==> src/rtl/pps_ram.sv <==
module pps_ram #(
  parameter int W     = 32,
  parameter int DEPTH = 32,
  parameter int AW    = 5
) (
  input  logic          clk,
  input  logic          we,
  input  logic [AW-1:0] waddr,
  input  logic [W-1:0]  wdata,
  input  logic          re,
  input  logic [AW-1:0] raddr,
  output logic [W-1:0]  rdata
);

  logic [W-1:0] mem [DEPTH];

  always_ff @(posedge clk) begin
    if (we) begin
      mem[waddr] <= wdata;
    end
    if (re) begin
      rdata <= mem[raddr];
    end
  end

endmodule

==> config.mk <==
export PLATFORM = sky130hd
export DESIGN_NAME = pps_ram
export DESIGN_NICKNAME = d
export VERILOG_FILES = /design/src/rtl/pps_ram.sv
export SDC_FILE = /design/constraint.sdc
export NUM_CORES = 1
export LEC_CHECK = 0
export BUFFER_PORTS_ARGS = -buffer_cell sky130_fd_sc_hd__buf_2
export CAP_MARGIN = 10
export CORE_ASPECT_RATIO = 1.2
export CORE_MARGIN = 2
export CORE_UTILIZATION = 28
export DETAILED_ROUTE_END_ITERATION = 12
export GPL_TIMING_DRIVEN = 0
export HOLD_SLACK_MARGIN = 0.05
export PLACE_DENSITY = 0.42
export SYNTH_ARGS = -nofsm -noshare
export SYNTH_HDL_FRONTEND = slang
export SYNTH_SLANG_ARGS = --single-unit
export TNS_END_PERCENT = 20
==> constraint.sdc <==
create_clock -name clk -period 3.03 [get_ports clk]
set_input_delay 0.303 -clock clk [delete_from_list [all_inputs] [get_ports clk]]
set_output_delay 0.303 -clock clk [all_outputs]
set_load 0.005 [all_outputs]
==> results of run 1 <==
==> placed cells by master, fill, tap and decap left out, types with 15 or more instances in the layout <==
cell and instances:
clkinv_2 22, nor2_4 32, nand2_1 98, a31oi_1 32, clkinv_1 22, mux2i_1 512, clkbuf_1 66, nand3_1 98
buf_4 33, buf_6 15, buf_12 22, a22o_1 64, a21oi_1 96, a22oi_1 96, nor3_1 32, clkbuf_16 104
buf_2 101, edfxtp_1 1056
==> final timing paths <==
check	startpoint	cells past startpoint	endpoint	slack [ps]
min reg2reg	mem[10][26]	4	rdata[26]	710
max	raddr[1]	8	rdata[11]	800
max reg2reg	mem[5][11]	5	rdata[11]	1100
min	wdata[28]	1	mem[11][28]	130
==> kinds of logic (layout without fill, tap and decap cells) <==
kind of cell | after synthesis | after routing | synth area share
compound gates | 288 | 288 | 0.04808
buf+inv | 127 | 427 | 0.01846
flops | 1056 | 1056 | 0.7771
mux | 512 | 512 | 0.1256
other cells | 0 | 5 | 0
simple gates | 277 | 277 | 0.03076
==> stage by stage <==
step             util  hold slack (ps)  setup slack [ps]
3_5_place_dp   0.3079            697.9             37.36
6_report       0.3316            133.4             802.8
5_1_grt        0.3315            143.8             702.4
4_1_cts        0.3315            74.13             797.4
3_3_place_gp   0.3013            691.5             -1498
2_1_floorplan       -            401.9             292.9
==> sequential cells by signal, summed over array words and instances, names as in the netlist <==
register  cells
mem        1024
rdata        32
==> worst register-to-register path, delay by kind of cell (launching register included) <==
family | cells | cell delay [ps]
AOI/OAI and AO/OA | 2 | 700
and+or+nand+nor | 2 | 380
DFF | 1 | 360
muxes | 1 | 160
==> power by group <==
part	switching, mW	internal, mW	total [mW]
Combinational	1.16	0.511	1.67
Sequential	0.0455	16.3	16.3
Clock	5.50	7.50	13.0
==> per-layer routing <==
layer  up-vias  share of wire
met5         -         0.0014
met4        24          0.022
met3       151          0.043
met2       394           0.53
met1     10760           0.40
li1       9437              -
==> cell type report <==
type / count / area, sq um
fill: 13980 / 96740
tap: 1937 / 2424
timing repair buffer: 107 / 1091
clock buffer: 124 / 2678
antenna: 5 / 12.51
multi-input combinational: 1077 / 8582
buffer: 127 / 753.2
sequential: 1056 / 31710
clock inverter: 69 / 738.2
==> reports/metrics.cfg, run 1 <==
[cells_and_area]
final_area_sq_mm=0.04799
fin_nets=2517
final_cells=4502
drive_gt1_frac=0.1445
syn_to_final_growth_pct=17.60

[timing]
slew_violations=0
max-slew-margin-rel=0.2958
layout_min_cycle_time_ps=2227
hold_violations=0
fin_setup_tns_ps=0
clock.fmax_mhz=449.0
rsz0062_at_grt=false
tightestPinTransition_ps=1056
period_share=0.7351
fin_worst_skew_ps=19.93
setup_viol=0

[yosys]
netlist.area_leader.share=0.7771
netlist_top_cells_area=edfxtp_1, mux2i_1, a22oi_1
synth-seq-cells=1056
synthMostInstantiatedCell=edfxtp_1
yosysSeqAreaShare=0.7771
synth-edff-count=1056
synthTopCellsByCount=edfxtp_1, mux2i_1, nand2_1, nand3_1
synth-warning-count=0
async_flop_share=0
avgSynthCellArea_sq_um=18.06
syn-num-nets=2305
synthCells=2260
synthDistinctLibCells=24
synth.largest_area_cell=edfxtp_1
ys.flop_type=edfxtp_1
synth_area_sq_mm=0.04081

[floorplan]
die_y_microns=422.2
io_pins=77
initial_core_util=0.2820
core_area_sq_mm=0.1447
row_count=153
die_area_sq_mm=0.1488
die_w_microns=352.5

[setup_path]
worst-path-buf-inv=4
worstSetupStartpointType=input port
path_delay_family=buffers and inverters
endpoint_kind=flip-flop
path_cells=buf_2, nor2_1, buf_2, buf_2, buf_2, nand2_1, a31oi_1, nand3_1
worst-setup-path-type=in -> reg
required_ps=3400
crit_arrival_ps=2600
cpMostUsedCell=buf_2
crit_fanout=10
cpPeakStageDelay_ps=490
crit_slowest_cell=a31oi_1

[placement]
gp_congestion=0.7577
port_buffers=75
hpwlAfterDp_microns=75430
place_area_sq_mm=0.04456
dpl.cell_count=4304

[global_routing]
grt_pass1_vias=21850
grtUsageTotal=0.1479
grt_antenna_before_repair=19
grt_pass1_wl_microns=157300
grt_util_met3=0.02587
grtUsageMet1=0.1733
busiest_layer=met2
gr-total-overflow=0
grt_use_met2=0.2733
grt_max_degree=33

[clock_network]
post_cts_buffers=0
cts_resized=0
htreeDepth=3
cts_root_buf=clkbuf_16
clockBufferDepth=3
cts_tree=done
postCtsHoldBufs=0
clock_sinks=1056
numCtsBuffers=103
cts.clk_slew.worst_paths_ps=60
clock_latency_ps=700

[power_and_ir_drop]
power_density_mw_per_mm2=646.5
power_mw=31.03
p_leak_nw=16.31
peakVddDrop_v=0.0004021

[routing]
drc=0
vias=20760
wl_microns=111800
drt_iter0_drc=1383
post_drt_wl_per_cell_microns=24.83
viasPerCell=4.612
drt_first_pass_iters=6
ant_nets=0

[status]
status=completed

[worst_hold_path]
hold_path.class=in -> reg

[flow_run]
cap_violations=0

No activity file was read; power rests on OpenSTA's default activity.
==> run 2: changes to the inputs <==
--- a/config.mk
+++ b/config.mk
@@ -5,6 +5,7 @@
 export SDC_FILE = /design/constraint.sdc
 export NUM_CORES = 1
 export LEC_CHECK = 0
+export ABC_AREA = 1
 export BUFFER_PORTS_ARGS = -buffer_cell sky130_fd_sc_hd__buf_2
 export CAP_MARGIN = 10
 export CORE_ASPECT_RATIO = 1.2
==> constraint.sdc (replaced) <==
create_clock -name clk -period 2.2 [get_ports clk]
set_input_delay 0.22 -clock clk [delete_from_list [all_inputs] [get_ports clk]]
set_output_delay 0.22 -clock clk [all_outputs]
set_load 0.005 [all_outputs]
==> reports/metrics.cfg, run 2 <==
[power_and_ir_drop]
p_leak_nw=18.14  ; +11%
pwr-share-seq=0.503  ; -0.024
power_density_mw_per_mm2=890.7  ; +38%
comb_power_share=0.071  ; +0.017
internal-power_mw=34.02  ; +40%
peakVddDrop_v=0.0006780  ; +69%
p_clk_frac=0.425  ; +0.006
power_mw=44.72  ; +44%
switching_share=0.2393  ; +0.02301
p_sw_mw=10.70  ; +59%

[clock_network]
clock_sinks=1056  ; unchanged
clockBufferDepth=3  ; unchanged
numCtsBuffers=112  ; +8.7%
htreeDepth=3  ; unchanged
cts_root_buf=clkbuf_16
cts.clk_slew.worst_paths_ps=60  ; about the same
cts_tree=done
clock_latency_ps=740  ; +40 ps

[yosys]
synth_area_sq_mm=0.04273  ; +4.7%
synthMostInstantiatedCell=nand2_1
synthCells=3536  ; +56%
yosys.area_share.simple=0.2207  ; +0.1899
synth-edff-count=1056  ; unchanged
netlist.area_leader.share=0.7422  ; -0.03493
netlist_top_cells_area=edfxtp_1, nand2_1, nand3_1
synthTopCellsByCount=nand2_1, edfxtp_1, nand3_1
avgSynthCellArea_sq_um=12.08  ; -33%
synth-warning-count=0  ; unchanged
synth-seq-cells=1056  ; unchanged
synth_fa_ha_area_frac=0  ; unchanged
synth_compound_area_frac=0  ; -0.04808
synth_top_family_by_area=simple AND/OR/NAND/NOR gates
synth-xor-area-share=0  ; unchanged
synthDistinctLibCells=13  ; -46%
yosysSeqAreaShare=0.7422  ; -0.03493
ys.flop_type=edfxtp_1
muxShareOfSynthArea=0  ; -0.1256
syn-num-nets=3581  ; +55%
async_flop_share=0  ; unchanged
synth.largest_area_cell=edfxtp_1

[cells_and_area]
fin_nets=3810  ; +51%
drive_gt1_frac=0.1230  ; -0.02151
syn_to_final_growth_pct=17.53  ; about the same
largest_reg_flops=1024  ; unchanged
mostFrequentLayoutCell=nand2_1
top_regs=mem (1024), rdata (32)
seqCellArea_sq_mm=0.03171  ; unchanged
fillers=15310  ; +9.5%
mostFrequentLayoutCells=nand2_1, edfxtp_1, nand3_1
regMostFlops=mem
multiInputGateArea_sq_mm=0.009669  ; +13%

[routing]
viasPerCell=4.695  ; +1.8%
wl_microns=148600  ; +33%
drt_iter0_drc=2223  ; +61%
drt_first_pass_iters=5  ; -1
ant_nets=0  ; unchanged
drc=0  ; unchanged
vias=27500  ; +32%
post_drt_wl_per_cell_microns=25.37  ; +2.2%

[placement]
pre_cts_slack_ps=-634.9  ; -672.3 ps
hpwlAfterDp_microns=98960  ; +31%
gp_congestion=0.8017  ; +5.8%
port_buffers=73  ; -2.7%

[timing]
max-slew-margin-rel=0.1374  ; -0.1583
period_share=0.9661
layout_min_cycle_time_ps=2125
fin_worst_skew_ps=35.09  ; +15.16 ps
slew_violations=0  ; unchanged
fin_ws_ps=74.62  ; -728.1 ps
setup_viol=0  ; unchanged
rsz0062_at_grt=false
tightestPinTransition_ps=1294  ; +237.5 ps
clock.fmax_mhz=470.5
hold_violations=0  ; unchanged

[global_routing]
grt_antenna_before_repair=10  ; -9
grtUsageTotal=0.1887  ; +0.04080
grt_use_met2=0.3482  ; +0.07497
grt_pass1_vias=27110  ; +24%
grtUsageMet1=0.2295  ; +0.05616
gr-total-overflow=0  ; unchanged
grt_pass1_wl_microns=207100  ; +32%
busiest_layer=met2
grt_util_met3=0.02033  ; -0.005544
grt_max_degree=33  ; unchanged

[setup_path]
r2r-start=mem[29][14]
crit_start=raddr[3]
worst-setup-path-type=in -> reg
required_ps=2770  ; -630 ps
crit_arrival_ps=2700  ; +100 ps
worstSetupStartpointType=input port
crit_fanout=10  ; unchanged
endpoint_kind=flip-flop

[worst_hold_path]
min_from=wdata[27]
hold_path.class=in -> reg

[floorplan]
die_w_microns=360.6  ; +2.3%
initial_core_util=0.2810  ; -0.0009417
row_count=157  ; +2.6%
die_y_microns=431.9  ; +2.3%
die_area_sq_mm=0.1557  ; +4.7%
io_pins=77  ; unchanged
core_area_sq_mm=0.1520  ; +5.1%

[status]
status=completed

[flow_run]
cap_violations=0  ; unchanged

[run 2: changes by cell type after synthesis, sizes merged, moves of 32 or more]
cell	change
nand3	+682
a21oi	-96
a22oi	-96
nand2	+1342
buf	+115
nor3	-32
a31oi	-32
mux2i	-512
a22o	-64
[run 2: cells by family after synthesis]
family | after synthesis
and+or+nand+nor | 2252
DFF | 1056
buffers and inverters | 228
[run 2: through the flow]
stage	std cells	hold WS [ps]	cell area, sq um	setup TNS [ps]	utilization
after CTS	5848	50.53	50190	0	0.3301
after global placement	5596	614.7	45580	-2291940	0.2998
after global routing	5848	109.2	50190	0	0.3301
final	5858	90.26	50210	0	0.3303
after detailed placement	5628	617.7	46470	-229530	0.3056
after floorplan	3536	318.9	42730	-80460	-
[run 2: path summary, 6_finish.rpt]
check / end / slack [ps] / cells past startpoint
min reg2reg: rdata[19] / 890 / 8
min: mem[7][27] / 90 / 1
max reg2reg: rdata[14] / 560 / 8
max: rdata[11] / 70 / 7
[run 2: repair_timing]
item | in CTS | in global routing
hold buffers | 10 | 0
setup buffers | 0 | 0
hold endpoints to repair | 193 | 0
resized for setup | 0 | 0
[run 2: power by group through the flow]
stage	clock network (mW)	registers, mW	logic, mW
final	19.0	22.5	3.19
after global routing	20.0	22.5	3.47
after CTS	19.4	22.5	3.25
after detailed placement	0	22.9	3.23
after global placement	0	23.0	3.16
after floorplan	0	22.9	1.54
[run 2: final cells by class]
type | instances | area share
sequential | 1056 | 0.6315
multi-input combinational | 2252 | 0.1926
clock buffer | 137 | 0.05853
tap | 1987 | 0.04951
buffer | 218 | 0.03070
timing repair buffer | 115 | 0.02218
clock inverter | 73 | 0.01363
inverter | 10 | 0.0008970
antenna | 10 | 0.0004983
[run 2: critical path, cell delays in order]
cell      delay, ps
buf_2           150
clkbuf_1        860
clkbuf_1        660
nand2_1         230
nand2_1         140
nand2_1         180
nand2_1         220
[run 2: layer usage]
metal / part of all wire / vias to the layer above / routed length (microns)
li1: - / 12860 / -
met1: 0.41 / 13810 / 60880
met2: 0.53 / 658 / 78270
met3: 0.040 / 177 / 5907
met4: 0.024 / 6 / 3533
met5: 0.00029 / - / 43
