<file path="src/rtl/pps_pkg.sv">
package pps_pkg;

  localparam int COEF_W    = 32;
  localparam int IDX_W     = 6;
  localparam int LEN_W     = 6;
  localparam int LEN_RESET = 32;
  localparam int IN_W      = 2 * COEF_W;
  localparam int OUT_W     = 40;
  localparam int OUT_PAD   = OUT_W - COEF_W - IDX_W;

  typedef logic [COEF_W-1:0] coef_t;

  typedef enum logic [1:0] {
    ST_LOAD,
    ST_MAC,
    ST_DRAIN,
    ST_EMIT
  } state_t;

  // one multiply-accumulate issued to the datapath
  typedef struct packed {
    logic             vld;
    logic             first;  // first touch of this accumulator in the product
    logic [IDX_W-1:0] k;
  } mac_op_t;

endpackage

</file>
<file path="src/rtl/pps_mac.sv">
module pps_mac #(
  parameter int KW = 6
) (
  input  logic              clk,
  input  logic              rst_n,
  input  pps_pkg::mac_op_t  op_in,
  input  pps_pkg::coef_t    a_rdata,
  input  pps_pkg::coef_t    b_rdata,
  input  pps_pkg::coef_t    acc_rdata,
  output logic              acc_we,
  output logic [KW-1:0]     acc_waddr,
  output pps_pkg::coef_t    acc_wdata,
  output logic              busy
);
  import pps_pkg::*;

  mac_op_t       op1_r;
  mac_op_t       op2_r;
  coef_t         prod_lo;
  coef_t         prod_r;
  coef_t         accv_r;
  coef_t         base;
  logic          w1_vld_r;
  logic          w2_vld_r;
  logic [KW-1:0] w1_k_r;
  logic [KW-1:0] w2_k_r;
  coef_t         w1_d_r;
  coef_t         w2_d_r;

  assign prod_lo = a_rdata * b_rdata;

  always_ff @(posedge clk) begin
    if (!rst_n) begin
      op1_r    <= '0;
      op2_r    <= '0;
      w1_vld_r <= 1'b0;
      w2_vld_r <= 1'b0;
    end else begin
      op1_r    <= op_in;
      op2_r    <= op1_r;
      w1_vld_r <= op2_r.vld;
      w2_vld_r <= w1_vld_r;
    end
  end

  always_ff @(posedge clk) begin
    prod_r <= prod_lo;
    accv_r <= acc_rdata;
    w1_k_r <= acc_waddr;
    w1_d_r <= acc_wdata;
    w2_k_r <= w1_k_r;
    w2_d_r <= w1_d_r;
  end

  // the two writes that landed after this entry was read are forwarded
  always_comb begin
    priority if (op2_r.first) begin
      base = '0;
    end else if (w1_vld_r && w1_k_r == acc_waddr) begin
      base = w1_d_r;
    end else if (w2_vld_r && w2_k_r == acc_waddr) begin
      base = w2_d_r;
    end else begin
      base = accv_r;
    end
  end

  assign acc_waddr = op2_r.k[KW-1:0];
  assign acc_wdata = base + prod_r;
  assign acc_we    = op2_r.vld;
  assign busy      = op1_r.vld | op2_r.vld;

endmodule

</file>
<file path="config.mk">
export PLATFORM = sky130hd
export DESIGN_NAME = pps_mac
export DESIGN_NICKNAME = d
export VERILOG_FILES = /design/src/rtl/pps_pkg.sv /design/src/rtl/pps_mac.sv
export SDC_FILE = /design/constraint.sdc
export NUM_CORES = 1
export LEC_CHECK = 0
export BUFFER_PORTS_ARGS = -buffer_cell sky130_fd_sc_hd__buf_4
export CAP_MARGIN = 20
export CORE_ASPECT_RATIO = 1.4
export CORE_MARGIN = 3
export CORE_UTILIZATION = 30
export CTS_CLUSTER_SIZE = 25
export DETAILED_ROUTE_END_ITERATION = 8
export SLEW_MARGIN = 15
export SYNTH_ARGS = -nofsm -noshare
export SYNTH_HDL_FRONTEND = slang
export SYNTH_SLANG_ARGS = --single-unit
export TNS_END_PERCENT = 100
</file>
<file path="constraint.sdc">
create_clock -name clk -period 17.4 [get_ports clk]
set_input_delay 3.48 -clock clk [delete_from_list [all_inputs] [get_ports clk]]
set_output_delay 3.48 -clock clk [all_outputs]
set_load 0.02 [all_outputs]
</file>
==> results.md, run 1 <==
* Total negative slack at 0 ns
* Multiplexer share of the synthesized area at between 1.5 and 2%
* Synthesized area at 21,400 sq um
* Startpoint Class: primary input
* Initial Util at just over 30%
* Final setup viols at 0
* XOR/XNOR Fraction of Synth Area at ~4.9%
* Horiz. Die Dim at about 230 um
* Worst Skew at between 0.009 and 0.01 ns
* Synth Area in Adders at a little under half
* Sequential fraction of the synthesis area at 14.7%
* CTS tree: built
* Synth Register Bits at about 160
* Ports at roughly 150
* Diodes inserted at 0
* Vias/cell at about 4.6
* RSZ-0062 raised after global routing: no
* Row count at 115
* Ys flop type: dfxtp_1
* Synth Area in Compound Gates at between 6 and 7%
* Reg clk slew, reported paths at about 0.070 ns
* Post-Layout Cell Count at approximately 3,300
* Post-synth ARST share at 0%
* PostCTS Resize Cnt at 0
* Buf/Inv on CP at 5
* YS warnings at 0
* H-tree levels at 4
* Pin count of the biggest net entering global routing at 65
* CP required at about 18 ns
* Commonest non-fill, non-tap cells in the layout: inv_1, fa_1, and2_1
* Router iterations before antenna repair at 4
* CP delay by family, top: adder cells
* DP Cell Count at 3,256
* EDFF count, synth at 0
* Fill cell count at between 7,000 and 8,000
* Worst EP arrival at about 10 ns
* Crit Path Max Fanout at 27
* Die Y at 322 um
* Nets at 3,008
* Max-slew violation count at 0
* Inserted Clock Buffers at 17
* Area of the multi-input gates at about 16,000 sq um
* Buffers on Ports at 145
* Drt initial violations at roughly 570
* FMAX at 102 MHz
* Antenna viol nets, final at 0
* Measured slew at the worst slew-check pin at about 0.65 ns
* Hold Vio Cnt, Final at 0
* Mean post-synth cell area at 9.40 sq um
* Worst min-delay path category: flip-flop to flip-flop
* Slowest stage cell, crit path: fa_1
* Clock Path Buffers at 2
* R2R setup slack at 12.61 ns
* Max_slew headroom at between 50% and 60%
* Synthesized Nets at between 2,000 and 3,000
* Crit. End Element: flip-flop
* First-pass GRT wire length at 93,200 um
* Post-DP HPWL at 46,300 um
* Max incr delay on CP at between 0.5 and 0.6 ns
* Routed len/inst at roughly 18 um
* Core area at around 71,000 sq um
* Global route overflow at 0
* Final min period at about 10 ns
* Routed WL at roughly 58,000 um
* Status: finished, final reports clean
* Post-Synth Simple-Gate Area at ~16%
* Total track usage at 16.2%
* Die area at around 75,000 sq um
* Area Growth Syn to Fin at 11.2%
* Final RePlAce weighted congestion at around 0.85
* Drt drc at 0
* Max-Cap Viols at 0
* Number of global-route vias before repair at ~17,000
* CP Cell Sequence: buf_4 > and2_1 > fa_1 > fa_1 > inv_1 > fa_1 > fa_1 > inv_1 > fa_1 > inv_1 > fa_1 > fa_1 > fa_1 > inv_1 > ha_1 > and3_1 > nand2_1 > a211oi_1 > o21ai_1 > a31oi_1 > mux2i_1 > nand2_1
* Post-synthesis cell type count at 59
* Sequential Area at 3160 sq um
* Share of layout cells above drive strength 1 at ~8.0%
* # hold bufs at CTS at 0
* Crit path top cell by count: fa_1
* Final Cycle Share at between 50 and 60%
* Placed inst area at about 23,000 sq um
* Worst-Skew Late Latency at 0.44 ns
* Clock root cell: clkbuf_16
* Syn Inst Count at ~2,300
* Initial antenna violation count at 1
* Final Cell Area at between 20,000 and 25,000 sq um
* Via count at approximately 15,000
* Clk sinks at ~160
* Largest family of logic cells by synthesized area: adder cells
* Post CTS Setup Buffer Count at 0
* Setup CP Type: primary input to flip-flop
cells by family (layout without fill, tap and decap cells):
kind of cell / after synthesis / in the layout
buffers and inverters: 519 / 589
AO/OA/AOI/OAI: 193 / 193
multiplexers: 33 / 33
XOR/XNOR: 120 / 120
AND/OR/NAND/NOR: 695 / 695
flip-flops: 158 / 158
adder cells (fa/ha/maj): 563 / 563
area by class of cell:
type	count	share of cell area, %
Clock buffer	18	1.80
Tap cell	936	4.91
Sequential cell	158	13.3
Timing Repair Buffer	148	4.66
Inverter	410	6.45
Clock inverter	13	0.519
Multi-Input combinational cell	1604	68.4
cell usage after synthesis (all sizes together) (2+ instances only):
| library cell | n | area, sq um |
|---|---|---|
| dfxtp | 158 | 3160 |
| o21a | 8 | 60.1 |
| or4 | 2 | 15.0 |
| nor2b | 6 | 37.5 |
| a21oi | 41 | 205 |
| o311ai | 2 | 17.5 |
| nor3 | 13 | 65.1 |
| fa | 409 | 8190 |
| a211o | 2 | 17.5 |
| or2 | 2 | 12.5 |
| o21bai | 9 | 67.6 |
| mux2i | 33 | 330 |
| nand4 | 6 | 37.5 |
| and2 | 289 | 1810 |
| a31o | 2 | 26.3 |
| o221ai | 2 | 17.5 |
| a31oi | 6 | 37.5 |
| a211oi | 43 | 323 |
| nand2 | 281 | 1050 |
| nor2 | 69 | 259 |
| ha | 154 | 1930 |
| a21o | 28 | 210 |
| o211ai | 5 | 42.5 |
| o22ai | 3 | 25.0 |
| o2111ai | 3 | 26.3 |
| and3 | 6 | 37.5 |
| o31ai | 3 | 22.5 |
| xnor2 | 90 | 788 |
| inv | 410 | 1540 |
| o21ai | 25 | 125 |
| xor2 | 30 | 263 |
| nand2b | 5 | 31.3 |
| a2111oi | 3 | 45.1 |
| nand3 | 10 | 50.1 |
| clkbuf | 96 | 360 |
| buf | 13 | 82.6 |
final timing paths:
path | from | endpoint | cells after the start
min reg2reg | w1_d_r[30]$_DFF_P_ | w2_d_r[30]$_DFF_P_ | 0
min | w1_d_r[30]$_DFF_P_ | w2_d_r[30]$_DFF_P_ | 0
max reg2reg | acc_waddr[0]$_SDFF_PN0_ | w1_d_r[30]$_DFF_P_ | 16
max | b_rdata[5] | prod_r[30]$_DFF_P_ | 22
stage by stage:
| step | util [%] | setup slack (ns) | hold slack (ns) |
|---|---|---|---|
| floorplan | - | 7.58 | 0.331 |
| global placement | 33.0 | 7.20 | 0.332 |
| detailed placement | 33.0 | 7.15 | 0.335 |
| CTS | 33.8 | 7.62 | 0.344 |
| global route | 33.8 | 7.30 | 0.345 |
| finish | 33.8 | 7.62 | 0.346 |
sequential cells by signal, summed over array words and instances, names as in the netlist:
signal / count
accv_r: 32
prod_r: 32
w1_d_r: 32
w2_d_r: 32
op1_r: 8
acc_waddr: 6
w1_k_r: 6
w2_k_r: 6
acc_we: 1
op2_r: 1
w1_vld_r: 1
w2_vld_r: 1
metal layers:
layer,GRT usage [%],up-vias,part of all wire [%]
met3,2.04,101,3.9
met5,0,-,0.019
met2,30.8,330,54
met4,6.06,2,3.2
li1,-,7008,-
met1,18.2,7653,39
Power of run 1 is not shown: default switching activity piles up to over one toggle a cycle in this logic, so the estimate is an artifact.
==> run 2, diff against run 1 <==
Clock period 17.4 ns to 9.38 ns, I/O delays scaled along.
==> run 2 against run 1 <==
- core utilization grew 0.074 points
- die area is the same
- clock-buffer cell count grew 1
- sequential cell count is the same
- critical path depth shrank 1
- routed wire length shrank 0.22%
- clock skew grew 0.0023 ns
- register-to-register slack lost 8.1 ns
- non-clock buffer count grew 2
- global-route usage grew 0.054 points
- worst setup slack lost 6.3 ns
- largest cell class unchanged
==> results.md, run 2 (synthesis results as in run 1) <==
* Commonest non-fill, non-tap cells in the layout: inv_1, fa_1, and2_1
* Diodes inserted at 0
* Drt initial violations at ~620
* Final RePlAce weighted congestion at roughly 0.84
* PostCTS Resize Cnt at 0
* RSZ-0062 raised after global routing: no
* Die area at ~75,000 sq um
* Fill cell count at ~7,300
* Horiz. Die Dim at 232 um
* Routed WL at 58,200 um
* Global route overflow at 0
* Crit. End Element: flip-flop
* Clock root cell: clkbuf_16
* Worst min-delay path category: flip-flop to flip-flop
* CTS tree: built
* CP required at 9.69 ns
* Initial antenna violation count at 0
* Worst-Skew Late Latency at between 0.4 and 0.5 ns
* Measured slew at the worst slew-check pin at between 0.6 and 0.7 ns
* Max-Cap Viols at 0
* Number of global-route vias before repair at roughly 17,000
* Worst EP arrival at ~8.3 ns
* Clk sinks at approximately 160
* Final min period at around 8 ns
* Share of layout cells above drive strength 1 at about 8.1%
* Antenna viol nets, final at 0
* Buffers on Ports at about 150
* Pin count of the biggest net entering global routing at 63
* Max_slew headroom at a little under three fifths
* H-tree levels at 4
* Post CTS Setup Buffer Count at 0
* Clock Path Buffers at 2
* Total track usage at around 16%
* Area Growth Syn to Fin at 11.4%
* Total negative slack at 0 ns
* Status: finished, final reports clean
* Routed len/inst at around 18 um
* Vias/cell at 4.61
* Post-DP HPWL at around 46,000 um
* Row count at 115
* Router iterations before antenna repair at 5
* Final setup viols at 0
* Drt drc at 0
* Via count at 15,146
* Max-slew violation count at 0
* Final Cycle Share at about 86%
* # hold bufs at CTS at 0
* Inserted Clock Buffers at 17
* Initial Util at a little under a third
* First-pass GRT wire length at between 90,000 and 100,000 um
* Setup CP Type: primary input to flip-flop
* Nets at 3,010
* Ports at about 150
* Hold Vio Cnt, Final at 0
* Reg clk slew, reported paths at about 0.070 ns
* FMAX at 125 MHz
* Die Y at 322 um
* Startpoint Class: primary input
* Crit Path Max Fanout at 30
* Core area at a little over 70,000 sq um
* Worst Skew at approximately 0.012 ns
run 2: changes by cell type in the layout (fill, tap and decap cells not counted):
cell        before  now
inv_8            3    1
clkinv_8         1    0
clkbuf_8         0    1
inv_6            6    5
clkinv_2         1    0
buf_4          148  150
clkinv_4         1    2
clkinvlp_4       1    2
bufinv_16        0    2
run 2: routing by layer:
metal / GRT usage (%) / part of all wire, % / vias up
met4: 5.26 / 2.7 / 0
met1: 18.4 / 40 / 7730
li1: - / - / 7023
met3: 1.55 / 3.0 / 92
met2: 31.5 / 55 / 301
met5: 0 / 0 / -
run 2: critical path, cell delays in order:
cell	delay [ns]
buf_4	0.26
nand2_1	0.13
fa_1	0.57
fa_1	0.44
fa_1	0.50
fa_1	0.57
inv_1	0.06
fa_1	0.49
inv_1	0.05
fa_1	0.55
fa_1	0.43
fa_1	0.49
inv_1	0.04
ha_1	0.35
and3_1	0.29
nand2_1	0.08
a211oi_1	0.41
o21ai_1	0.19
a31oi_1	0.26
mux2i_1	0.21
nand2_1	0.07
run 2: stage by stage:
step	utilization (%)	cells	hold slack [ns]	area, sq um	setup slack, ns
2_1_floorplan	-	2281	0.331	21400	1.16
4_1_cts	33.9	3289	0.346	23900	1.35
3_3_place_gp	33.1	3258	0.333	23300	1.06
3_5_place_dp	33.1	3258	0.336	23300	0.882
6_report	33.9	3289	0.344	23900	1.35
5_1_grt	33.9	3289	0.350	23900	0.935
run 2: path summary, 6_finish.rpt:
| kind | from | endpoint | slack, ns | cells past startpoint |
|---|---|---|---|---|
| worst max register to register | acc_waddr[1]$_SDFF_PN0_ | w1_d_r[30]$_DFF_P_ | 4.47 | 15 |
| worst min register to register | w1_d_r[16]$_DFF_P_ | w2_d_r[16]$_DFF_P_ | 0.34 | 0 |
| worst max-delay path | b_rdata[2] | prod_r[30]$_DFF_P_ | 1.35 | 21 |
| worst min-delay path | w1_d_r[16]$_DFF_P_ | w2_d_r[16]$_DFF_P_ | 0.34 | 0 |
run 2: cell type report:
class                           count  area [sq um]  share of cell area (%)
Clock inverter                     12           148                   0.618
Sequential cell                   158          3160                    13.2
Multi-Input combinational cell   1604         16300                    68.2
Tap cell                          936          1170                    4.90
Timing Repair Buffer              150          1130                    4.71
Inverter                          410          1540                    6.44
Clock buffer                       19           443                    1.85
Power of run 2 is left out for the same reason.
