[src/rtl/pps_pkg.sv]
package pps_pkg;

  localparam int COEF_W    = 32;
  localparam int IDX_W     = 6;
  localparam int LEN_W     = 6;
  localparam int LEN_RESET = 32;
  localparam int IN_W      = 2 * COEF_W;
  localparam int OUT_W     = 40;
  localparam int OUT_PAD   = OUT_W - COEF_W - IDX_W;

  typedef logic [COEF_W-1:0] coef_t;

  typedef enum logic [1:0] {
    ST_LOAD,
    ST_MAC,
    ST_DRAIN,
    ST_EMIT
  } state_t;

  // one multiply-accumulate issued to the datapath
  typedef struct packed {
    logic             vld;
    logic             first;  // first touch of this accumulator in the product
    logic [IDX_W-1:0] k;
  } mac_op_t;

endpackage

[src/rtl/pps_ctrl.sv]
module pps_ctrl #(
  parameter int MAX_LEN = 32,
  parameter int AW      = 5,
  parameter int KW      = 6
) (
  input  logic                     clk,
  input  logic                     rst_n,
  input  logic                     cfg_wr_en,
  input  logic [pps_pkg::LEN_W-1:0] cfg_wr_data,
  input  logic                     in_tvalid,
  output logic                     in_tready,
  output logic                     out_tvalid,
  input  logic                     out_tready,
  output pps_pkg::coef_t           out_coef,
  output logic [pps_pkg::IDX_W-1:0] out_idx,
  output logic                     out_tlast,
  output logic                     ab_we,
  output logic [AW-1:0]            ab_waddr,
  output logic                     ab_re,
  output logic [AW-1:0]            a_raddr,
  output logic [AW-1:0]            b_raddr,
  output logic                     acc_re,
  output logic [KW-1:0]            acc_raddr,
  input  pps_pkg::coef_t           acc_rdata,
  output pps_pkg::mac_op_t         mac_op,
  input  logic                     mac_busy
);
  import pps_pkg::*;

  localparam int RST_LEN = (LEN_RESET > MAX_LEN) ? MAX_LEN : LEN_RESET;
  localparam logic [AW-1:0] RST_NM1 = AW'(RST_LEN - 1);
  localparam logic [AW-1:0] MAX_NM1 = AW'(MAX_LEN - 1);
  localparam logic [LEN_W-1:0] MAX_LEN_V = LEN_W'(MAX_LEN);
  localparam logic [LEN_W-1:0] ONE_V = LEN_W'(1);

  state_t           state_r;
  state_t           state_nxt;
  logic [AW-1:0]    n_m1_r;
  logic [AW-1:0]    cfg_nm1;
  logic [AW-1:0]    load_cnt_r;
  logic [AW-1:0]    i_r;
  logic [AW-1:0]    j_r;
  logic [KW-1:0]    k;
  logic [KW-1:0]    last_idx;
  logic [KW-1:0]    emit_cnt_r;
  logic             emit_done_r;
  logic             rd_v_r;
  logic [IDX_W-1:0] rd_idx_r;
  logic             rd_last_r;
  logic             out_v_r;
  coef_t            out_coef_r;
  logic [IDX_W-1:0] out_idx_r;
  logic             out_last_r;
  logic             load_last;
  logic             in_acc;
  logic             mac_issue;
  logic             mv;
  logic             emit_issue;

  always_comb begin
    priority if (cfg_wr_data == '0) begin
      cfg_nm1 = '0;
    end else if (cfg_wr_data > MAX_LEN_V) begin
      cfg_nm1 = MAX_NM1;
    end else begin
      cfg_nm1 = AW'(cfg_wr_data - ONE_V);
    end
  end

  assign load_last = (load_cnt_r == n_m1_r);
  assign in_acc    = in_tvalid && in_tready;
  assign k         = KW'(i_r) + KW'(j_r);
  assign last_idx  = KW'({n_m1_r, 1'b0});
  assign mv        = rd_v_r && (!out_v_r || out_tready);

  always_comb begin
    state_nxt = state_r;
    unique case (state_r)
      ST_LOAD: begin
        if (in_acc && load_last) begin
          state_nxt = ST_MAC;
        end
      end
      ST_MAC: begin
        if (i_r == n_m1_r && j_r == n_m1_r) begin
          state_nxt = ST_DRAIN;
        end
      end
      ST_DRAIN: begin
        if (!mac_busy) begin
          state_nxt = ST_EMIT;
        end
      end
      ST_EMIT: begin
        if (emit_done_r && !rd_v_r) begin
          state_nxt = ST_LOAD;
        end
      end
      default: state_nxt = ST_LOAD;
    endcase
  end

  // loading the next operands overlaps readout, all but the final pair
  always_comb begin
    in_tready  = 1'b0;
    mac_issue  = 1'b0;
    emit_issue = 1'b0;
    unique case (state_r)
      ST_LOAD:  in_tready = 1'b1;
      ST_MAC:   mac_issue = 1'b1;
      ST_DRAIN: in_tready = 1'b0;
      ST_EMIT: begin
        in_tready  = !load_last;
        emit_issue = !emit_done_r && (!rd_v_r || mv);
      end
      default: in_tready = 1'b0;
    endcase
  end

  assign ab_we     = in_acc;
  assign ab_waddr  = load_cnt_r;
  assign ab_re     = mac_issue;
  assign a_raddr   = i_r;
  assign b_raddr   = j_r;
  assign acc_re    = mac_issue || emit_issue;
  assign acc_raddr = mac_issue ? k : emit_cnt_r;

  assign mac_op.vld   = mac_issue;
  assign mac_op.first = (i_r == '0) || (j_r == n_m1_r);
  assign mac_op.k     = IDX_W'(k);

  always_ff @(posedge clk) begin
    if (!rst_n) begin
      state_r     <= ST_LOAD;
      n_m1_r      <= RST_NM1;
      load_cnt_r  <= '0;
      i_r         <= '0;
      j_r         <= '0;
      emit_cnt_r  <= '0;
      emit_done_r <= 1'b0;
      rd_v_r      <= 1'b0;
      out_v_r     <= 1'b0;
    end else begin
      state_r <= state_nxt;
      if (cfg_wr_en) begin
        n_m1_r     <= cfg_nm1;
        load_cnt_r <= '0;
      end else if (in_acc) begin
        load_cnt_r <= load_last ? '0 : load_cnt_r + 1'b1;
      end
      if (state_r == ST_LOAD) begin
        i_r <= '0;
        j_r <= '0;
      end else if (mac_issue) begin
        if (j_r == n_m1_r) begin
          j_r <= '0;
          i_r <= i_r + 1'b1;
        end else begin
          j_r <= j_r + 1'b1;
        end
      end
      if (state_r != ST_EMIT) begin
        emit_cnt_r  <= '0;
        emit_done_r <= 1'b0;
      end else if (emit_issue) begin
        if (emit_cnt_r == last_idx) begin
          emit_done_r <= 1'b1;
        end else begin
          emit_cnt_r <= emit_cnt_r + 1'b1;
        end
      end
      if (emit_issue) begin
        rd_v_r <= 1'b1;
      end else if (mv) begin
        rd_v_r <= 1'b0;
      end
      if (mv) begin
        out_v_r <= 1'b1;
      end else if (out_tready) begin
        out_v_r <= 1'b0;
      end
    end
  end

  always_ff @(posedge clk) begin
    if (emit_issue) begin
      rd_idx_r  <= IDX_W'(emit_cnt_r);
      rd_last_r <= (emit_cnt_r == last_idx);
    end
    if (mv) begin
      out_coef_r <= acc_rdata;
      out_idx_r  <= rd_idx_r;
      out_last_r <= rd_last_r;
    end
  end

  assign out_tvalid = out_v_r;
  assign out_coef   = out_coef_r;
  assign out_idx    = out_idx_r;
  assign out_tlast  = out_last_r;

`ifndef SYNTHESIS
  a_load_cnt: assert property (@(posedge clk) disable iff (!rst_n)
    load_cnt_r <= n_m1_r)
    else $error("load count beyond operand length");

  a_rd_hold: assert property (@(posedge clk) disable iff (!rst_n)
    (rd_v_r && !mv) |=> rd_v_r)
    else $error("readout item lost");

  a_drained: assert property (@(posedge clk) disable iff (!rst_n)
    (state_r == ST_EMIT) |-> !mac_busy)
    else $error("readout while accumulation in flight");
`endif

endmodule

[config.mk]
export PLATFORM = sky130hd
export DESIGN_NAME = pps_ctrl
export DESIGN_NICKNAME = d
export VERILOG_FILES = /design/src/rtl/pps_pkg.sv /design/src/rtl/pps_ctrl.sv
export SDC_FILE = /design/constraint.sdc
export NUM_CORES = 1
export LEC_CHECK = 0
export ABC_AREA = 1
export CAP_MARGIN = 0
export CORE_MARGIN = 1.5
export CORE_UTILIZATION = 60
export DETAILED_ROUTE_END_ITERATION = 10
export DONT_BUFFER_PORTS = 1
export PLACE_DENSITY = 0.83
export SLEW_MARGIN = 20
export SYNTH_ARGS = -nofsm -noshare
export SYNTH_HDL_FRONTEND = slang
export SYNTH_SLANG_ARGS = --single-unit
[constraint.sdc]
create_clock -name clk -period 4.6 [get_ports clk]
set_input_delay 0.46 -clock clk [delete_from_list [all_inputs] [get_ports clk]]
set_output_delay 0.46 -clock clk [all_outputs]
set_load 0.05 [all_outputs]
==> results of run 1 <==
==> worst register-to-register path: cells and delay by family (launching register included) <==
family	cells	cell delay [ns]
AOI/OAI and AO/OA	1	0.19
buffers and inverters	2	0.34
DFF	1	0.81
and+or+nand+nor	8	0.66
==> cell families after synthesis <==
| group | synth area share (%) |
|---|---|
| adder cells (fa/ha/maj) | 6.158 |
| buffers and inverters | 6.543 |
| flip-flops | 55.98 |
| AND/OR/NAND/NOR | 19.14 |
| XOR/XNOR | 4.409 |
| AO/OA/AOI/OAI | 7.768 |
==> cell usage in the layout (no fill, tap or decap), drive strengths merged, types with 5 or more instances in the layout <==
master	n
nor2	33
xor2	8
xnor2	10
dfxtp	31
nand3	18
a21oi	23
edfxtp	46
clkbuf	10
nand4	5
inv	51
ha	16
nor3	7
o21ai	26
buf	5
nand2	79
==> how the worst max path moves through the flow <==
stage | endpoint | cells after the start | start
final | acc_raddr[4] | 8 | b_raddr[0]
after global routing | acc_raddr[4] | 8 | b_raddr[0]
after CTS | acc_raddr[4] | 8 | b_raddr[0]
after detailed placement | acc_raddr[4] | 8 | b_raddr[0]
after global placement | acc_raddr[4] | 8 | b_raddr[0]
after floorplan | acc_raddr[4] | 7 | b_raddr[0]
==> power by group through the flow <==
stage	Combinational [mW]	Clock, mW	Sequential (mW)
after global routing	0.440	0.641	0.842
after global placement	0.387	0	0.849
after floorplan	0.352	0	0.842
after detailed placement	0.397	0	0.852
final	0.403	0.601	0.837
after CTS	0.399	0.613	0.837
==> cell type report <==
| class | count | area, sq um | share of cell area [%] |
|---|---|---|---|
| clock buffer | 10 | 127.6 | 3.243 |
| clock inverter | 6 | 112.6 | 2.862 |
| inverter | 51 | 191.4 | 4.865 |
| multi-input combinational | 234 | 1354 | 34.40 |
| sequential | 77 | 2002 | 50.87 |
| tap | 72 | 90.09 | 2.289 |
| timing repair buffer | 5 | 57.56 | 1.463 |
==> metal layers <==
layer  vias to the layer above  GRT usage, %  share of wire [%]
li1                       1229             -                  -
met1                      1175         28.47                 43
met2                       126         44.37                 48
met3                        20         6.250                6.3
met4                         0         13.28                2.7
met5                         -             0                  0
==> registers in the layout, summed over array words and instances, names as in the netlist <==
| signal | cells |
|---|---|
| out_tlast | 1 |
| rd_v_r | 1 |
| out_tvalid | 1 |
| state_r | 2 |
| b_raddr | 5 |
| rd_last_r | 1 |
| n_m1_r | 5 |
| out_coef | 32 |
| ab_waddr | 5 |
| rd_idx_r | 6 |
| a_raddr | 5 |
| out_idx | 6 |
| emit_done_r | 1 |
| emit_cnt_r | 6 |
==> results.md, run 1 <==
- Start of the worst register-to-register path: ab_waddr[2]
- Top cell type's share of synthesized area: 38.63%
- Outcome: completed
- Main synth FF type: edfxtp_1
- Final hold viol count: 0
- Fill cells: around 400
- CP max-delay cell: dfxtp_1
- Most frequent cells after synthesis: 75 x nand2_1, 46 x edfxtp_1, 46 x inv_1
- Clk pin slew, worst setup/hold paths: 0.08 ns
- Core area: 5642 sq um
- Power Internal: 1.220 mW
- First-pass iteration count of the detailed router: 4
- Synth Cell Area: ~3600 sq um
- Post-route DRC: 0
- Antenna Nets Post-Route: 0
- Htree depth: 3
- Initial DRC Count: 134
- Buffers and inverters on the worst path: 2
- CTS tree: done
- Finished Layout Cells: 455
- First-pass GRT wire length: 11910 microns
- Area of the die: between 6000 and 7000 sq um
- Sequential share of the synthesized area: 55.98%
- Synthesized area per cell: approximately 9.7 sq um
- Post-DP HPWL: 5797 microns
- Peak supply drop: 250.5 uV
- Setup_tns: 0 ns
- Max Cap Violations: 0
- Final setup margin: 1.071 ns
- Fin util: 69.75%
- Die height: approximately 80 microns
- Final WL: 7626 microns
- Final Max Tran Viols: 0
- CTS Buf Count: 9
- Total number of vias: 2550
- IO buf count: 0
- Worst R2R End: ab_waddr[0]
- Largest net degree at the start of global routing: 40
- Sequential share of power: 45.5%
- Hold depth: 0
- Hold Crit Class: primary input to flop
- Die X: 80.20 microns
- Routability congestion estimate: slightly above 0.9
- CTS sink count: 77
- Largest buffer count on any clock path: 2
- Tot GR Track Use: 25.41%
- Required @ worst endpoint: 4.14 ns
- Design area: ~3900 sq um
- Number of synthesis warnings: 0
- Wire per inst: 16.76 microns
- Switching portion of total power: 33.69%
- Post-place setup slack: approximately 1.5 ns
- P_sw: 0.6201 mW
- Largest stage delay, worst path: 0.75 ns
- Mapped Cells: 368
- Kind of critical path: flop to output port
- Hold Buf Count CTS: 0
- CP Cell Sequence: ha_1 > inv_1 > fa_1 > o21ai_0 > xor2_1 > buf_4 > nand2_1 > o21ai_1
- Critical-path maximum fanout: 6
- Grt total ovfl: 0
- Arr. time, crit path: 3.07 ns
- Hold Slack: ~0.20 ns
- Post-CTS sizing: 0
- Library cells used by synthesis: 33
- Tot Pwr: 1.840 mW
- Post-synth ARST share: 0%
- Cells after DPL: roughly 440
- Worst-margin pin slew: ~1 ns
- RSZ-0062 raised after global routing: no
- Final Skew: 0.01091 ns
- Hold Path End: out_coef[9]
- Root Driver: clkbuf_8
- Synthesis-stage register bit count: 77
- Worst-case reg-to-reg path depth: 11
- Crit start category: flop
- DR vias/cell: 5.604
- Tmin final: around 3.5 ns
- Worst-Skew Late Latency: 0.35 ns
- Post-DP Area: 3667 sq um
- Area Overhead vs Synth: 10.04%
- Critical Path End Type: output port
- Hold wc startpoint: acc_rdata[9]
- Most common cell in the synthesized netlist: nand2_1
- Logic pwr share: between 20% and 30%
- Initial Utilization: a little under two thirds
- Top cells by area, synth: edfxtp_1 39%, dfxtp_1 17%, nand2_1 7.9%
- Rel. slew slack: roughly 32%
- Power Dens Cells: 467.7 nW/um^2
- # rows: 27
- Antenna violations before repair: 0
- Final worst-path cycle share: approximately three quarters
- Synth Net Count: between 400 and 500
- Top-level I/O count: 117
- Crit path max-delay family: compound AO/OA/AOI/OAI gates
- Post-synth EDFFs: 46
- Reg2reg setup slack: 2.49 ns
- Leak pwr: 1.499 nW
- Vias in the first global route: 2503
- Final setup fails: 0
- Post-CTS setup buffer count: 0
- Yosys top cell by area: edfxtp_1
- Clock network fraction of total power: 32.6%
- Nets: 439
- # diodes: 0
- Layout cells sized above 1: between 10% and 20%
- Achievable Freq: around 280 MHz
Note: power is estimated with default switching activity, not from simulation.
==> inputs of run 2 (changes only) <==
==> constraint.sdc (replaced) <==
create_clock -name clk -period 3.6 [get_ports clk]
set_input_delay 0.36 -clock clk [delete_from_list [all_inputs] [get_ports clk]]
set_output_delay 0.36 -clock clk [all_outputs]
set_load 0.05 [all_outputs]
==> results.md, run 2 (synthesis results as in run 1) <==
- Core area: 5642 sq um (unchanged)
- Max Cap Violations: 0 (unchanged)
- Start of the worst register-to-register path: ab_waddr[2]
- Worst-case reg-to-reg path depth: 11 (unchanged)
- Reg2reg setup slack: 1.52 ns (-0.97 ns)
- Critical Path End Type: output port
- Rel. slew slack: 31.32% (-1.1 points)
- CP max-delay cell: o21bai_1
- Initial Utilization: 63.38% (unchanged)
- Buffers and inverters on the worst path: 1 (-1)
- Worst R2R End: ab_waddr[0]
- Final hold viol count: 0 (unchanged)
- Commonest non-fill, non-tap cells in the layout: 75 x nand2_1, 46 x inv_1, 46 x edfxtp_1, 31 x dfxtp_1, 27 x nor2_1
- Peak supply drop: 269.5 uV (+7.6%)
- Outcome: completed
- Hold Buf Count CTS: 0 (unchanged)
- CTS Buf Count: 9 (unchanged)
- Routability congestion estimate: 0.9183 (-1.8%)
- Cells after DPL: 446 (+1.8%)
- Crit start category: flop
- Achievable Freq: 307.8 MHz
- Layout cells sized above 1: 14.07% (+1.8 points)
- Post-CTS sizing: 0 (unchanged)
- Hold wc startpoint: acc_rdata[22]
- Grt total ovfl: 0 (unchanged)
- Setup_tns: 0 ns (unchanged)
- Wire per inst: 17.38 microns (+3.7%)
- Worst-Skew Late Latency: 0.34 ns (about the same)
- Max reg flops: 32 (unchanged)
- Crit-path most repeated cell: nand2_1
- Total number of vias: 2585 (+1.4%)
- Leak pwr: 1.518 nW (+1.3%)
- Multi-input logic area: 1354 sq um (unchanged)
- Final Skew: 0.01400 ns (+0.003093 ns)
- Post-route DRC: 0 (unchanged)
- Final setup fails: 0 (unchanged)
- Nets: 447 (+1.8%)
- IO buf count: 0 (unchanged)
- Area Overhead vs Synth: 10.92%
- Largest stage delay, worst path: 0.80 ns (+0.05 ns)
- Tot Pwr: 2.238 mW (+22%)
- CTS tree: done
- Die X: 80.20 microns (unchanged)
- CTS sink count: 77 (unchanged)
- Tmin final: 3.249 ns
- Largest buffer count on any clock path: 2 (unchanged)
- RSZ-0062 raised after global routing: no
- Hold Crit Class: primary input to flop
- # diodes: 0 (unchanged)
- Top-level I/O count: 117 (unchanged)
- P_sw: 0.8141 mW (+31%)
- Post-DP HPWL: 5892 microns (+1.6%)
- Hold depth: 0 (unchanged)
- First-pass iteration count of the detailed router: 4 (unchanged)
- Tot GR Track Use: 25.57% (+0.16 points)
- Antenna violations before repair: 1 (+1)
- Required @ worst endpoint: 3.24 ns (-0.90 ns)
- Sequential share of power: 47.5% (+2.0 points)
- Clock network fraction of total power: 29.4% (-3.2 points)
- Final Max Tran Viols: 0 (unchanged)
- Critical-path maximum fanout: 5 (-1)
- CP Cell Sequence: ha_1 > nand3_1 > nand2_1 > a21oi_1 > o21bai_1 > nand2_1 > o21ai_1 > buf_4
- Finished Layout Cells: 463 (+1.8%)
- Post-DP Area: 3740 sq um (+2.0%)
- Most common cell after layout, fill and taps aside: nand2_1
- Power Internal: 1.424 mW (+17%)
- Arr. time, crit path: 2.89 ns (-0.18 ns)
- Fill cells: 389 (-2.5%)
- Final worst-path cycle share: between 90% and 100%
- Die height: 80.20 microns (unchanged)
- Root Driver: clkbuf_8
- Switching portion of total power: 36.38% (+2.7 points)
- Post-CTS setup buffer count: 0 (unchanged)
- Largest net degree at the start of global routing: 40 (unchanged)
- Hold Path End: out_coef[22]
- Initial DRC Count: 158 (+18%)
- Htree depth: 3 (unchanged)
- Final WL: 8049 microns (+5.5%)
- Crit path max-delay family: compound AO/OA/AOI/OAI gates
- Logic pwr share: 23.1% (+1.2 points)
- Vias in the first global route: 2336 (-6.7%)
- DR vias/cell: 5.583 (-0.38%)
- Antenna Nets Post-Route: 0 (unchanged)
- First-pass GRT wire length: 12010 microns (+0.81%)
- # rows: 27 (unchanged)
- Area of the die: 6432 sq um (unchanged)
- Worst-margin pin slew: 1.028 ns (+0.02128 ns)
- Kind of critical path: flop to output port
- FF/Latch Area: 2002 sq um (unchanged)
- Clk pin slew, worst setup/hold paths: 0.09 ns (about the same)
- Power Dens Cells: 564.2 nW/um^2 (+21%)
- Design area: 3966 sq um (+0.79%)
-- run 2: metal layers --
metal,wire (microns),track usage [%],up-vias
li1,-,-,1248
met1,3316,30.46,1197
met2,3871,42.02,126
met3,762,8.977,12
met4,91,10.52,2
met5,7,0,-
-- run 2: power by group through the flow --
stage	clock network [mW]	registers (mW)	logic, mW
after floorplan	0	1.08	0.450
after global placement	0	1.08	0.501
after detailed placement	0	1.08	0.514
after CTS	0.670	1.06	0.515
after global routing	0.704	1.07	0.572
final	0.659	1.06	0.517
-- run 2: worst max path at each step --
stage | end | startpoint | cells after the start
after global placement | acc_raddr[5] | a_raddr[2] | 8
after global routing | acc_raddr[5] | a_raddr[2] | 8
after CTS | acc_raddr[5] | b_raddr[2] | 8
after floorplan | acc_raddr[4] | b_raddr[0] | 7
final | acc_raddr[5] | a_raddr[2] | 8
after detailed placement | acc_raddr[5] | a_raddr[2] | 8
-- run 2: stage by stage --
stage / utilization, % / hold WS, ns / setup WS, ns
global route: 70.30 / 0.07965 / 0.2004
CTS: 69.82 / 0.08653 / 0.3382
global placement: 66.29 / 0.4038 / 0.7467
detailed placement: 66.29 / 0.4092 / 0.7100
finish: 70.30 / 0.09913 / 0.3507
floorplan: - / 0.4003 / 0.1746
-- run 2: layout make-up --
cell class	instances	share of cell area (%)
flip-flops and latches	77	50.47
multi-input cells	234	34.13
inverters	51	4.827
repair buffers	13	3.281
clock buffers	10	3.218
well taps	72	2.271
clock inverters	6	1.798
